===== src/rtl/csvp_pkg.sv =====
// Shared types and constants for the CSV servo frame parser.
// No dependencies; imported by every other file of the block.
package csvp_pkg;

  localparam int FIELD_COUNT = 6;
  localparam int MAX_DIGITS  = 4;

  localparam int POS_W  = 12;
  localparam int ACC_W  = 14;
  localparam int TMR_W  = 16;
  localparam int IDX_W  = $clog2(FIELD_COUNT);
  localparam int DIG_W  = $clog2(MAX_DIGITS + 1);
  localparam int CLS_W  = 3;
  localparam int ADDR_W = 5;
  localparam int DATA_W = 32;

  localparam logic [IDX_W-1:0] LAST_IDX = IDX_W'(FIELD_COUNT - 1);
  localparam logic [DIG_W-1:0] DIG_MAX  = DIG_W'(MAX_DIGITS);
  localparam logic [TMR_W-1:0] TMR_SAT  = {TMR_W{1'b1}};

  // Token classes
  localparam logic [CLS_W-1:0] CLS_TICK  = 3'd0;
  localparam logic [CLS_W-1:0] CLS_DIGIT = 3'd1;
  localparam logic [CLS_W-1:0] CLS_COMMA = 3'd2;
  localparam logic [CLS_W-1:0] CLS_NL    = 3'd3;
  localparam logic [CLS_W-1:0] CLS_CR    = 3'd4;
  localparam logic [CLS_W-1:0] CLS_OTHER = 3'd5;

  // Input commands
  localparam logic CMD_BYTE = 1'b0;
  localparam logic CMD_TICK = 1'b1;

  // Characters
  localparam logic [7:0] CH_0     = 8'h30;
  localparam logic [7:0] CH_9     = 8'h39;
  localparam logic [7:0] CH_COMMA = 8'h2C;
  localparam logic [7:0] CH_LF    = 8'h0A;
  localparam logic [7:0] CH_CR    = 8'h0D;

  // Register indexes (byte address = 4 * index)
  localparam logic [2:0] REG_DEG_MIN = 3'd0;
  localparam logic [2:0] REG_DEG_MAX = 3'd1;
  localparam logic [2:0] REG_US_MIN  = 3'd2;
  localparam logic [2:0] REG_US_MAX  = 3'd3;
  localparam logic [2:0] REG_TIMEOUT = 3'd4;

  localparam logic [POS_W-1:0] RST_DEG_MIN = 12'd5;
  localparam logic [POS_W-1:0] RST_DEG_MAX = 12'd175;
  localparam logic [POS_W-1:0] RST_US_MIN  = 12'd500;
  localparam logic [POS_W-1:0] RST_US_MAX  = 12'd2400;
  localparam logic [TMR_W-1:0] RST_TIMEOUT = 16'd100;

  typedef struct packed {
    logic [CLS_W-1:0] cls;
    logic [3:0]       digit;
  } tok_t;

  typedef struct packed {
    logic [POS_W-1:0] deg_min;
    logic [POS_W-1:0] deg_max;
    logic [POS_W-1:0] us_min;
    logic [POS_W-1:0] us_max;
    logic [TMR_W-1:0] timeout;
  } cfg_t;

endpackage


===== src/rtl/csvp_if.sv =====
// Valid/ready channel interfaces for the parser's input items and result frames.
// Depends on csvp_pkg for field widths.
interface csvp_item_if import csvp_pkg::*; ();
  logic       valid;
  logic       ready;
  logic       command;
  logic [7:0] rx_byte;

  modport source (output valid, command, rx_byte, input ready);
  modport sink   (input valid, command, rx_byte, output ready);
endinterface

interface csvp_frame_if import csvp_pkg::*; ();
  logic             valid;
  logic             ready;
  logic             status;
  logic             unit_is_micro;
  logic [POS_W-1:0] pos_0;
  logic [POS_W-1:0] pos_1;
  logic [POS_W-1:0] pos_2;
  logic [POS_W-1:0] pos_3;
  logic [POS_W-1:0] pos_4;
  logic [POS_W-1:0] pos_5;

  modport source (output valid, status, unit_is_micro, pos_0, pos_1, pos_2, pos_3, pos_4,
                  pos_5, input ready);
  modport sink   (input valid, status, unit_is_micro, pos_0, pos_1, pos_2, pos_3, pos_4,
                  pos_5, output ready);
endinterface


===== src/rtl/csvp_queue.sv =====
// Two-entry token queue between the classifier and the parser.
// Depends on csvp_pkg (tok_t).
module csvp_queue import csvp_pkg::*; (
  input  logic clk,
  input  logic rst,
  input  logic push,
  input  tok_t push_data,
  output logic full,
  input  logic pop,
  output tok_t pop_data,
  output logic empty
);

  tok_t       mem [2];
  logic       wr_ptr;
  logic       rd_ptr;
  logic [1:0] count;

  assign full     = (count == 2'd2);
  assign empty    = (count == 2'd0);
  assign pop_data = mem[rd_ptr];

  always_ff @(posedge clk) begin
    if (push) begin
      mem[wr_ptr] <= push_data;
    end
  end

  always_ff @(posedge clk) begin
    if (rst) begin
      wr_ptr <= 1'b0;
      rd_ptr <= 1'b0;
      count  <= 2'd0;
    end else begin
      if (push) wr_ptr <= ~wr_ptr;
      if (pop)  rd_ptr <= ~rd_ptr;
      case ({push, pop})
        2'b10:   count <= count + 2'd1;
        2'b01:   count <= count - 2'd1;
        default: count <= count;
      endcase
    end
  end

endmodule


===== src/rtl/csvp_front.sv =====
// Input side: takes items and classifies each into a token for the queue.
// Depends on csvp_pkg and csvp_item_if.
module csvp_front import csvp_pkg::*; (
  csvp_item_if.sink item,
  input  logic      q_full,
  output logic      push,
  output tok_t      tok
);

  assign item.ready = ~q_full;
  assign push       = item.valid & ~q_full;

  always_comb begin
    tok.digit = item.rx_byte[3:0];
    if (item.command == CMD_TICK) begin
      tok.cls = CLS_TICK;
    end else if (item.rx_byte >= CH_0 && item.rx_byte <= CH_9) begin
      tok.cls = CLS_DIGIT;
    end else if (item.rx_byte == CH_COMMA) begin
      tok.cls = CLS_COMMA;
    end else if (item.rx_byte == CH_LF) begin
      tok.cls = CLS_NL;
    end else if (item.rx_byte == CH_CR) begin
      tok.cls = CLS_CR;
    end else begin
      tok.cls = CLS_OTHER;
    end
  end

endmodule


===== src/rtl/csvp_back.sv =====
// Parser core: runs the line state per token, range-checks on newline and
// holds the result frame register. Depends on csvp_pkg and csvp_frame_if.
module csvp_back import csvp_pkg::*; (
  input  logic         clk,
  input  logic         rst,
  input  cfg_t         cfg,
  input  logic         tok_valid,
  input  tok_t         tok,
  output logic         pop,
  csvp_frame_if.source frame
);

  logic [IDX_W-1:0] field_index, field_index_next;
  logic [ACC_W-1:0] value_acc, value_acc_next;
  logic [DIG_W-1:0] digits_seen, digits_seen_next;
  logic             field_has_digit, field_has_digit_next;
  logic             discarding, discarding_next;
  logic             in_line, in_line_next;
  logic [TMR_W-1:0] line_timer, line_timer_next;
  logic [ACC_W-1:0] stored_fields [FIELD_COUNT-1];

  logic             frame_vld;
  logic             frame_status;
  logic             frame_unit;
  logic [POS_W-1:0] pos [FIELD_COUNT];

  logic             emit, rej, rej_disc, store_en, all_deg, all_us;
  logic [ACC_W+2:0] prod;
  logic [TMR_W-1:0] timer_inc;
  logic [ACC_W-1:0] vals [FIELD_COUNT];

  assign pop = tok_valid & (~frame_vld | frame.ready);

  assign prod      = {value_acc, 3'b000} + {2'b00, value_acc, 1'b0}
                   + {{(ACC_W-1){1'b0}}, tok.digit};
  assign timer_inc = (line_timer == TMR_SAT) ? line_timer : line_timer + 1'b1;

  // Six values checked against both windows in parallel
  always_comb begin
    all_deg = 1'b1;
    all_us  = 1'b1;
    for (int i = 0; i < FIELD_COUNT; i++) begin
      if (i < FIELD_COUNT - 1) vals[i] = stored_fields[i];
      else                     vals[i] = value_acc;
      if (vals[i] < {2'b00, cfg.deg_min} || vals[i] > {2'b00, cfg.deg_max}) all_deg = 1'b0;
      if (vals[i] < {2'b00, cfg.us_min}  || vals[i] > {2'b00, cfg.us_max})  all_us  = 1'b0;
    end
  end

  always_comb begin
    field_index_next     = field_index;
    value_acc_next       = value_acc;
    digits_seen_next     = digits_seen;
    field_has_digit_next = field_has_digit;
    discarding_next      = discarding;
    in_line_next         = in_line;
    line_timer_next      = line_timer;
    emit                 = 1'b0;
    rej                  = 1'b0;
    rej_disc             = 1'b0;
    store_en             = 1'b0;

    if (pop) begin
      if (tok.cls == CLS_TICK) begin
        if (in_line && !discarding) begin
          if (timer_inc > cfg.timeout) begin
            rej      = 1'b1;
            rej_disc = 1'b1;
          end else begin
            line_timer_next = timer_inc;
          end
        end
      end else if (discarding) begin
        if (tok.cls == CLS_NL) discarding_next = 1'b0;
      end else if (!in_line && (tok.cls == CLS_NL || tok.cls == CLS_CR)) begin
        // idle line ends are dropped
      end else begin
        in_line_next = 1'b1;
        if (!in_line) line_timer_next = '0;
        unique case (tok.cls)
          CLS_CR: begin
          end
          CLS_DIGIT: begin
            if (digits_seen == DIG_MAX) begin
              rej      = 1'b1;
              rej_disc = 1'b1;
            end else begin
              value_acc_next       = prod[ACC_W-1:0];
              digits_seen_next     = digits_seen + 1'b1;
              field_has_digit_next = 1'b1;
            end
          end
          CLS_COMMA: begin
            if (!field_has_digit || field_index >= LAST_IDX) begin
              rej      = 1'b1;
              rej_disc = 1'b1;
            end else begin
              store_en             = 1'b1;
              field_index_next     = field_index + 1'b1;
              value_acc_next       = '0;
              digits_seen_next     = '0;
              field_has_digit_next = 1'b0;
            end
          end
          CLS_NL: begin
            if (!field_has_digit || field_index != LAST_IDX || (!all_deg && !all_us)) begin
              rej = 1'b1;
            end else begin
              emit = 1'b1;
            end
          end
          default: begin
            rej      = 1'b1;
            rej_disc = 1'b1;
          end
        endcase
      end
    end

    if (rej || emit) begin
      field_index_next     = '0;
      value_acc_next       = '0;
      digits_seen_next     = '0;
      field_has_digit_next = 1'b0;
      in_line_next         = 1'b0;
      line_timer_next      = '0;
    end
    if (rej) discarding_next = rej_disc;
  end

  always_ff @(posedge clk) begin
    if (rst) begin
      field_index     <= '0;
      value_acc       <= '0;
      digits_seen     <= '0;
      field_has_digit <= 1'b0;
      discarding      <= 1'b0;
      in_line         <= 1'b0;
      line_timer      <= '0;
      frame_vld       <= 1'b0;
    end else begin
      field_index     <= field_index_next;
      value_acc       <= value_acc_next;
      digits_seen     <= digits_seen_next;
      field_has_digit <= field_has_digit_next;
      discarding      <= discarding_next;
      in_line         <= in_line_next;
      line_timer      <= line_timer_next;
      if (rej || emit)      frame_vld <= 1'b1;
      else if (frame.ready) frame_vld <= 1'b0;
    end
  end

  always_ff @(posedge clk) begin
    if (store_en) stored_fields[field_index] <= value_acc;
  end

  always_ff @(posedge clk) begin
    if (rej || emit) begin
      frame_status <= rej;
      frame_unit   <= emit & ~all_deg;
      for (int i = 0; i < FIELD_COUNT; i++) begin
        pos[i] <= emit ? vals[i][POS_W-1:0] : '0;
      end
    end
  end

  assign frame.valid         = frame_vld;
  assign frame.status        = frame_status;
  assign frame.unit_is_micro = frame_unit;
  assign frame.pos_0         = pos[0];
  assign frame.pos_1         = pos[1];
  assign frame.pos_2         = pos[2];
  assign frame.pos_3         = pos[3];
  assign frame.pos_4         = pos[4];
  assign frame.pos_5         = pos[5];

  a_discard_idle: assert property (@(posedge clk) disable iff (rst)
    discarding |-> !in_line && field_index == '0)
    else $error("discarding while a line is open");

  a_idle_clear: assert property (@(posedge clk) disable iff (rst)
    !in_line |-> line_timer == '0 && !field_has_digit && value_acc == '0)
    else $error("line state not cleared while idle");

  a_digit_bound: assert property (@(posedge clk) disable iff (rst)
    digits_seen <= DIG_MAX && field_index <= LAST_IDX)
    else $error("digit or field count out of bounds");

  a_reject_zero: assert property (@(posedge clk) disable iff (rst)
    frame_vld && frame_status |-> !frame_unit && pos[0] == '0 && pos[FIELD_COUNT-1] == '0)
    else $error("rejected frame carries data");

  a_no_pop_stalled: assert property (@(posedge clk) disable iff (rst)
    frame_vld && !frame.ready |-> !pop)
    else $error("token consumed while result register is stalled");

endmodule


===== src/rtl/csv_servo_frame_parser_core.sv =====
// Top level of the CSV servo frame parser: APB register file plus the
// classifier, token queue and parser. Depends on csvp_pkg, csvp_if and submodules.
//
// Each input item is either a received byte or one timer tick. The block takes one
// item per clock while the queue has room: the classifier writes a token into a two-entry
// queue in the cycle the item is accepted, and the parser consumes one token per clock
// unless stalled; the frame result is registered when the newline's (or failing byte's
// or tick's) token is consumed. The parser stalls only while its result register
// holds a frame that is not being taken; the queue then absorbs up to two items before
// item.ready drops. Registers (deg_min, deg_max, us_min, us_max, line_timeout_ticks)
// sit at byte addresses 0x0 to 0x10 and should be written only while the block is idle.
module csv_servo_frame_parser_core import csvp_pkg::*; (
  input  logic              clk,
  input  logic              rst,
  csvp_item_if.sink         item,
  csvp_frame_if.source      frame,
  input  logic              psel,
  input  logic              penable,
  input  logic              pwrite,
  input  logic [ADDR_W-1:0] paddr,
  input  logic [DATA_W-1:0] pwdata,
  output logic [DATA_W-1:0] prdata,
  output logic              pready
);

  cfg_t       cfg;
  logic [2:0] reg_idx;
  logic       wr_en;
  logic       q_full, q_empty, push, pop;
  tok_t       tok_in, tok_out;

  assign pready  = 1'b1;
  assign reg_idx = paddr[ADDR_W-1:2];
  assign wr_en   = psel & penable & pwrite;

  always_ff @(posedge clk) begin
    if (rst) begin
      cfg.deg_min <= RST_DEG_MIN;
      cfg.deg_max <= RST_DEG_MAX;
      cfg.us_min  <= RST_US_MIN;
      cfg.us_max  <= RST_US_MAX;
      cfg.timeout <= RST_TIMEOUT;
    end else if (wr_en) begin
      unique case (reg_idx)
        REG_DEG_MIN: cfg.deg_min <= pwdata[POS_W-1:0];
        REG_DEG_MAX: cfg.deg_max <= pwdata[POS_W-1:0];
        REG_US_MIN:  cfg.us_min  <= pwdata[POS_W-1:0];
        REG_US_MAX:  cfg.us_max  <= pwdata[POS_W-1:0];
        REG_TIMEOUT: cfg.timeout <= pwdata[TMR_W-1:0];
        default: begin
        end
      endcase
    end
  end

  always_comb begin
    unique case (reg_idx)
      REG_DEG_MIN: prdata = {{(DATA_W-POS_W){1'b0}}, cfg.deg_min};
      REG_DEG_MAX: prdata = {{(DATA_W-POS_W){1'b0}}, cfg.deg_max};
      REG_US_MIN:  prdata = {{(DATA_W-POS_W){1'b0}}, cfg.us_min};
      REG_US_MAX:  prdata = {{(DATA_W-POS_W){1'b0}}, cfg.us_max};
      REG_TIMEOUT: prdata = {{(DATA_W-TMR_W){1'b0}}, cfg.timeout};
      default:     prdata = '0;
    endcase
  end

  csvp_front u_front (
    .item   (item),
    .q_full (q_full),
    .push   (push),
    .tok    (tok_in)
  );

  csvp_queue u_queue (
    .clk       (clk),
    .rst       (rst),
    .push      (push),
    .push_data (tok_in),
    .full      (q_full),
    .pop       (pop),
    .pop_data  (tok_out),
    .empty     (q_empty)
  );

  csvp_back u_back (
    .clk       (clk),
    .rst       (rst),
    .cfg       (cfg),
    .tok_valid (~q_empty),
    .tok       (tok_out),
    .pop       (pop),
    .frame     (frame)
  );

endmodule


===== src/flat_wrapper.sv =====
// flat-port wrapper written by rule: the top's interface ports become plain ports
module csv_servo_frame_parser_core_flat import csvp_pkg::*;
  (clk, rst, psel, penable, pwrite, paddr, pwdata, prdata, pready, item_valid, item_command, item_rx_byte, item_ready, frame_valid, frame_status, frame_unit_is_micro, frame_pos_0, frame_pos_1, frame_pos_2, frame_pos_3, frame_pos_4, frame_pos_5, frame_ready);
  csvp_item_if item_i ();
  csvp_frame_if frame_i ();
  input  logic clk;
  input  logic rst;
  input  logic psel;
  input  logic penable;
  input  logic pwrite;
  input  logic [ADDR_W-1:0] paddr;
  input  logic [DATA_W-1:0] pwdata;
  output logic [DATA_W-1:0] prdata;
  output logic pready;
  input wire logic [$bits(item_i.valid)-1:0] item_valid;
  input wire logic [$bits(item_i.command)-1:0] item_command;
  input wire logic [$bits(item_i.rx_byte)-1:0] item_rx_byte;
  output wire logic [$bits(item_i.ready)-1:0] item_ready;
  output wire logic [$bits(frame_i.valid)-1:0] frame_valid;
  output wire logic [$bits(frame_i.status)-1:0] frame_status;
  output wire logic [$bits(frame_i.unit_is_micro)-1:0] frame_unit_is_micro;
  output wire logic [$bits(frame_i.pos_0)-1:0] frame_pos_0;
  output wire logic [$bits(frame_i.pos_1)-1:0] frame_pos_1;
  output wire logic [$bits(frame_i.pos_2)-1:0] frame_pos_2;
  output wire logic [$bits(frame_i.pos_3)-1:0] frame_pos_3;
  output wire logic [$bits(frame_i.pos_4)-1:0] frame_pos_4;
  output wire logic [$bits(frame_i.pos_5)-1:0] frame_pos_5;
  input wire logic [$bits(frame_i.ready)-1:0] frame_ready;
  assign item_i.valid = item_valid;
  assign item_i.command = item_command;
  assign item_i.rx_byte = item_rx_byte;
  assign item_ready = item_i.ready;
  assign frame_valid = frame_i.valid;
  assign frame_status = frame_i.status;
  assign frame_unit_is_micro = frame_i.unit_is_micro;
  assign frame_pos_0 = frame_i.pos_0;
  assign frame_pos_1 = frame_i.pos_1;
  assign frame_pos_2 = frame_i.pos_2;
  assign frame_pos_3 = frame_i.pos_3;
  assign frame_pos_4 = frame_i.pos_4;
  assign frame_pos_5 = frame_i.pos_5;
  assign frame_i.ready = frame_ready;
  csv_servo_frame_parser_core u_core (.clk(clk), .rst(rst), .item(item_i), .frame(frame_i), .psel(psel), .penable(penable), .pwrite(pwrite), .paddr(paddr), .pwdata(pwdata), .prdata(prdata), .pready(pready));
endmodule

===== config.mk =====
export PLATFORM = sky130hd
export DESIGN_NAME = csv_servo_frame_parser_core_flat
export DESIGN_NICKNAME = d
export VERILOG_FILES = /design/src/rtl/csvp_pkg.sv /design/src/rtl/csvp_if.sv /design/src/rtl/csvp_queue.sv /design/src/rtl/csvp_front.sv /design/src/rtl/csvp_back.sv /design/src/rtl/csv_servo_frame_parser_core.sv /design/src/flat_wrapper.sv
export SDC_FILE = /design/constraint.sdc
export NUM_CORES = 1
export LEC_CHECK = 0
export ABC_CLOCK_PERIOD_IN_PS = 7600
export BUFFER_PORTS_ARGS = -buffer_cell sky130_fd_sc_hd__buf_2
export CELL_PAD_IN_SITES_DETAIL_PLACEMENT = 0
export CELL_PAD_IN_SITES_GLOBAL_PLACEMENT = 1
export CORE_ASPECT_RATIO = 0.8
export CORE_MARGIN = 8
export CORE_UTILIZATION = 45
export CTS_CLUSTER_DIAMETER = 150
export DETAILED_ROUTE_END_ITERATION = 16
export GPL_TIMING_DRIVEN = 1
export PLACE_DENSITY = 0.88
export SLEW_MARGIN = 20
export SYNTH_ARGS = -nofsm -noshare
export SYNTH_HDL_FRONTEND = slang
export SYNTH_SLANG_ARGS = --single-unit

===== constraint.sdc =====
create_clock -name clk -period 7.6 [get_ports clk]
set_clock_uncertainty 0.1 [all_clocks]
set_input_delay 0.76 -clock clk [delete_from_list [all_inputs] [get_ports clk]]
set_output_delay 0.76 -clock clk [all_outputs]
set_load 0.02 [all_outputs]

# After elaboration in Yosys (flattened, before gate mapping)
# Memories as Yosys holds them, arrays and structs flattened. A register that Yosys moved wholly into a read port is not among the register bits.
# Index checks and enable logic that the tools add are counted.
[classes]
muxes = 83
n_reduce_logical = 45
eq_ne = 25
magnitude_cmp = 28
n_bitwise = 16
add_sub_neg = 7
[op_table]
columns = ["cell", "n"]
rows = [
  ["$gt 14x12->1", 12],
  ["$lt 14x12->1", 12],
  ["$mux 16", 7],
  ["$pmux 16 s5", 1],
  ["$mux 12", 6],
  ["$mux 1", 55],
  ["$mux 14", 2],
  ["$pmux 14 s2", 1],
  ["$mux 3", 6],
  ["$logic_or 1x1->1", 17],
  ["$add 16x1->16 const B", 1],
  ["$eq 16x16->1 const B", 1],
  ["$eq 8x4->1 const B", 2],
  ["$gt 16x16->1", 1],
  ["$add 14x14->14", 1],
  ["$add 14x4->14", 1],
  ["$eq 3x2->1 const B", 4],
  ["$reduce_and 2->1", 6],
  ["$reduce_and 6->1", 2],
  ["$ne 2x2->1 const B", 5],
  ["$not 1->1", 10],
  ["$eq 3x3->1 const B", 3],
  ["$eq 8x6->1 const B", 1],
  ["$ge 8x6->1 const B", 1],
  ["other kinds (25)", 46],
]
[word_totals]
wordCells = 225
memories = 3
ram_bits = 156
regBits = 110
in_bits = 53
[memory_table]
columns = ["memory", "depth", "width", "read_ports", "rd_ports_with_merged_regs", "write_ports", "line_no", "text"]
rows = [
  ["u_core.u_back.pos", 6, 12, 6, 0, 6, "csvp_back.sv:25", "logic [POS_W-1:0] pos [FIELD_COUNT];"],
  ["u_core.u_back.stored_fields", 5, 14, 5, 0, 1, "csvp_back.sv:20", "logic [ACC_W-1:0] stored_fields [FIELD_COUNT-1];"],
  ["u_core.u_queue.mem", 2, 7, 1, 1, 1, "csvp_queue.sv:14", "tok_t mem [2];"],
]

# Depth between registers and ports, before layout
# An unclocked memory read counts as a cell.
[logic_depth]
ltp_word = 21
ltp_mapped = 21
ltp_nobuf = 17

# Modules after synthesis
# Synthesis repeated with hierarchy kept, for this count alone.
[unflattened]
cells_unflattened = 1921
area_unflattened_um2 = 19122.1
[by_module_without_submodules]
columns = ["mod", "n_inst", "cells_each", "area_each_um2", "seq_area_each_um2"]
rows = [
  ["csvp_back", 1, 1525, 15065.7, 5124.9],
  ["csv_servo_frame_parser_core", 1, 334, 3214.3, 1281.2],
  ["csvp_queue", 1, 44, 708.2, 520.5],
  ["csvp_front", 1, 18, 133.9, 0.0],
]

# Least setup slack after synthesis
# OpenSTA, ideal clock, no wires.
[synth_timing]
path_type = "flip-flop to flip-flop"
from = "register u_core.u_back.line_timer[0]"
to = "register u_core.u_back.frame_vld, in the netlist u_core.u_back.frame.valid"
path_buffers = 1
path_stages_with_launch = 17
path_slack_ps = 2423
t_required_ps = 7441
arrival_time_ps = 5018
setup_time_ps = 59
path_cell_list = "dfxtp_1 -> ha_1 -> and3_1 -> nand3_1 -> or4_1 -> clkbuf_1 -> and3_1 -> nand3_1 -> xnor2_1 -> ha_1 -> nand4_1 -> o41ai_1 -> o21ai_0 -> o22ai_1 -> a21o_1 -> o31a_1 -> o31a_1"
[synth_via]
elab_chain_cells = 9
[synth_rtl]
columns = ["item", "line_no", "text"]
rows = [
  ["from (decl)", "csvp_back.sv:19", "logic [TMR_W-1:0] line_timer, line_timer_next;"],
  ["from (signal assigned)", "csvp_back.sv:148", "line_timer <= line_timer_next;"],
  ["$add 16x1->16 or $eq 16x16->1 (tied branches)", "csvp_back.sv:36", "assign timer_inc = (line_timer == TMR_SAT) ? line_timer : line_timer + 1'b1;"],
  ["$mux 16 *", "csvp_back.sv:36", ""],
  ["$gt 16x16->1 *", "csvp_back.sv:66", "if (timer_inc > cfg.timeout) begin"],
  ["$mux 1 *", "csvp_back.sv:66", ""],
  ["$mux 1 *", "csvp_back.sv:65", "if (in_line && !discarding) begin"],
  ["$mux 1 *", "csvp_back.sv:64", "if (tok.cls == CLS_TICK) begin"],
  ["$mux 1 *", "csvp_back.sv:63", "if (pop) begin"],
  ["named net u_core.u_back.rej", "csvp_back.sv:27", "logic emit, rej, rej_disc, store_en, all_deg, all_us;"],
  ["$logic_or 1x1->1 *", "csvp_back.sv:149", "if (rej || emit) frame_vld <= 1'b1;"],
  ["$mux 1 or $reduce_bool 2->1 (tied branches)", "-", ""],
  ["to (signal assigned)", "csvp_back.sv:140", "frame_vld <= 1'b0;"],
  ["to (signal assigned)", "csvp_back.sv:149", ""],
  ["to (signal assigned)", "csvp_back.sv:150", "else if (frame.ready) frame_vld <= 1'b0;"],
  ["to (decl)", "csvp_back.sv:22", "logic frame_vld;"],
]
# Mark *: on every way through the listed nets, which the timed path passes. The rest lies on a longest branch.
# A chain may end at the register's enable or synchronous reset.

# Final worst setup path
# Same ends and word-level chain as after synthesis.

==> impl_metrics.tcl <==
set metrics [dict create \
    die_area_um2 46800 \
    ir_worst_vdd_mv 0.174 \
    clk_pin_slew_worst_paths_ns 0.07 \
    root_buffer "clkbuf_16" \
    grt_use_total_pct 22.5 \
    nNetsFinal 2331 \
    final_cell_mix "ha_1 (320), nand2_1 (169), edfxtp_1 (158)" \
    holdPathEnd "u_core.cfg[15]$_SDFFE_PP0P_" \
    cp_max_fo 75 \
    ant_nets 0 \
    area_growth_pct 11.8 \
    row_count 65 \
    diodes 0 \
    synthSimpleGateAreaFrac_pct 16.8 \
    firstDrtPassIters 5 \
    io_buffers 126 \
    synth_seq_cells 267 \
    max_slew_margin_pct 28.5 \
    final_common_cell "ha_1" \
    synth_edf_count 158 \
    status "complete, no violations" \
    die_y_um 195 \
    coreArea_um2 39400 \
    place.gp.congestion 0.954 \
    r2r_cells 16 \
    pre_cts_ws_ns 2.54 \
    start_util_pct 45.7 \
    yosysSeqAreaShare_pct 38.4 \
    critPathLaunchType "register" \
    synth_compound_area_share_pct 14.1 \
    synth_top_family_by_area "adder cells" \
    drc 0 \
    synth_mux_area_share_pct 2.93 \
    netlist_area_um2 18000 \
    whs_ns 0.321 \
    vias 14800 \
    rsz0062_at_grt "no" \
    worstHoldStart "pwdata[15]" \
    max_freq_mhz 195 \
    nFillCells 3578 \
    hpwl_um 41200 \
    viasPerCell 5.90 \
    cts.repair.resized 0 \
    arrival_ns 5.53 \
    synth_flop_cell "edfxtp_1" \
    p_per_area_nw_per_um2 198 \
    hold_depth 3 \
    synthArstFlopShare_pct 0 \
    min_path_type "primary input to register" \
    clk_latency_ns 0.57 \
    hold_buffers 0 \
    cts_setup_buffers 0 \
    crit_required_ns 8.00 \
    pin_count 162 \
    yosys_warnings 0 \
    synth-xor-area-share_pct 1.36 \
    final.setup.tns_ns 0 \
    clock-sinks 267 \
    clockBufferDepth 3 \
    reg2reg_to "u_core.u_back.frame.valid$_SDFFE_PP0P_" \
    grt_first_pass_wirelength_um 83000 \
    cap_violations 0 \
    fin_crit_sh_pct 67.5 \
    cts_buffers 30 \
    synth_cell_types 68 \
    setup_violations 0 \
    routed_wl_um 54400 \
    drive_gt1_share_pct 10.6 \
    leakagePower_uw 0.00845 \
    first_iter_violations 1293 \
    tightest_slew_ns 1.07 \
    synthesis.instances 1835 \
    synthAdderAreaFrac_pct 22.4 \
    grt_pass1_vias 14400 \
    wire_per_inst_um 21.6 \
    r2r_setup_slack_ns 2.47 \
    cts_tree "yes" \
    min_period_ns 5.13 \
    grt_antenna_before_repair 1 \
    slew_viol_final 0 \
    hold_viol 0 \
    grt_overflow 0 \
    reg2reg_from "u_core.u_back.line_timer[0]$_SDFFE_PP0P_" \
    critPathKind "register to register" \
    htreeDepth 1 \
    worst_slack_ns 2.47 \
    cp-end-kind "register" \
    syn_avg_cell_area_um2 9.83 \
    grt_max_degree 76 \
    die_w_um 240 \
]
-- per-stage QoR --
step / util, % / total power, uW / instances / cell area, um2
after floorplan: - / 2320 / 1850 / 18100
after global placement: 48.6 / 2570 / 2460 / 19200
after detailed placement: 48.6 / 2590 / 2460 / 19200
after CTS: 51.1 / 4020 / 2516 / 20200
after global routing: 51.1 / 4150 / 2516 / 20200
final: 51.1 / 3980 / 2516 / 20200
-- cell families after synthesis --
group,count (synthesis)
DFF,267
xor gates and xnor gates,28
and+or+nand+nor,604
AOI/OAI and AO/OA,402
muxes,52
buffers and inverters,158
adders and majority gates,322
other,2
-- synth_stat cells, types with 11 or more instances --
master     instances  area (um2)
nor2_1           114         428
nor3_1            54         270
and2_1            77         482
xnor2_1           17         149
nand4_1           33         206
a2111oi_0         11        96.3
edfxtp_1         158        4740
a31oi_1           17         106
a21o_1            41         308
nand2b_1          20         125
dfxtp_1          109        2180
o22ai_1           16         100
o21ai_0           75         375
nand3_1           35         175
mux2i_1           46         460
xor2_1            11        96.3
inv_1             90         338
a211oi_1          19         143
ha_1             320        4000
clkbuf_1          38         143
a21oi_1          126         631
nor2b_1           21         131
o211ai_1          34         255
nor4_1            18         113
a22oi_1           13        97.6
nand2_1          169         634
buf_4             18         135
or3_1             11        68.8
-- worst max path at each step --
stage	from	endpoint	slack (ns)	cells past startpoint
3_5_place_dp	u_core.u_back.line_timer[0]$_SDFFE_PP0P_	u_core.u_back.frame.valid$_SDFFE_PP0P_	2.54	16
3_3_place_gp	u_core.u_back.line_timer[0]$_SDFFE_PP0P_	u_core.u_back.frame.valid$_SDFFE_PP0P_	2.58	17
5_1_grt	u_core.u_back.line_timer[0]$_SDFFE_PP0P_	u_core.u_back.frame.valid$_SDFFE_PP0P_	2.08	16
4_1_cts	u_core.u_back.line_timer[0]$_SDFFE_PP0P_	u_core.u_back.frame.valid$_SDFFE_PP0P_	2.49	16
2_1_floorplan	u_core.u_back.line_timer[0]$_SDFFE_PP0P_	u_core.u_back.frame.valid$_SDFFE_PP0P_	2.42	16
6_report	u_core.u_back.line_timer[0]$_SDFFE_PP0P_	u_core.u_back.frame.valid$_SDFFE_PP0P_	2.47	16
-- power by group --
group,switching [uW],total [uW],internal [uW]
Clock,611,1430,819
Combinational,538,759,221
Sequential,71.8,1790,1720
-- worst max-delay path, stage by stage (launching register included) --
cell	delay, ns
dfxtp_1	0.42
ha_1	0.22
and3_1	0.19
nand3_1	0.18
nor4_1	0.59
nor2_1	0.15
xor2_1	0.42
ha_1	0.21
nand4_1	0.17
o21ai_0	0.18
a21oi_1	0.08
o41ai_1	0.29
o21ai_0	0.24
o22ai_1	0.27
a21o_4	0.80
o31a_1	0.36
o31a_1	0.17
-- cell type report --
| cell class | instances | area, um2 | area share (%) |
|---|---|---|---|
| Multi-Input combinational cell | 1425 | 10500 | 52.1 |
| Sequential cell | 267 | 6930 | 34.4 |
| Clock buffer | 33 | 793 | 3.94 |
| Timing Repair Buffer | 142 | 751 | 3.73 |
| Tap cell | 536 | 671 | 3.33 |
| Inverter | 90 | 338 | 1.68 |
| Clock inverter | 23 | 174 | 0.863 |
-- registers in the layout (all words and copies together), names as in the netlist, 2 cells and up, named ones only --
name	count
u_core.u_back.value_acc	14
u_core.u_back.field_index	3
u_core.u_queue.mem	14
u_core.u_queue.count	2
u_core.u_back.line_timer	16
u_core.u_back.stored_fields	70
u_core.cfg	64
u_core.u_back.pos	72
u_core.u_back.digits_seen	3
-- per-layer routing --
metal  vias up  share of wire, %  GRT usage [%]
met2       580                44           34.7
li1       7034                 -              -
met3       114               8.2           4.39
met1      7107                45           31.4
met4         0               3.3           7.50
met5         -                 0              0
Power figures use the tool's default switching activity.
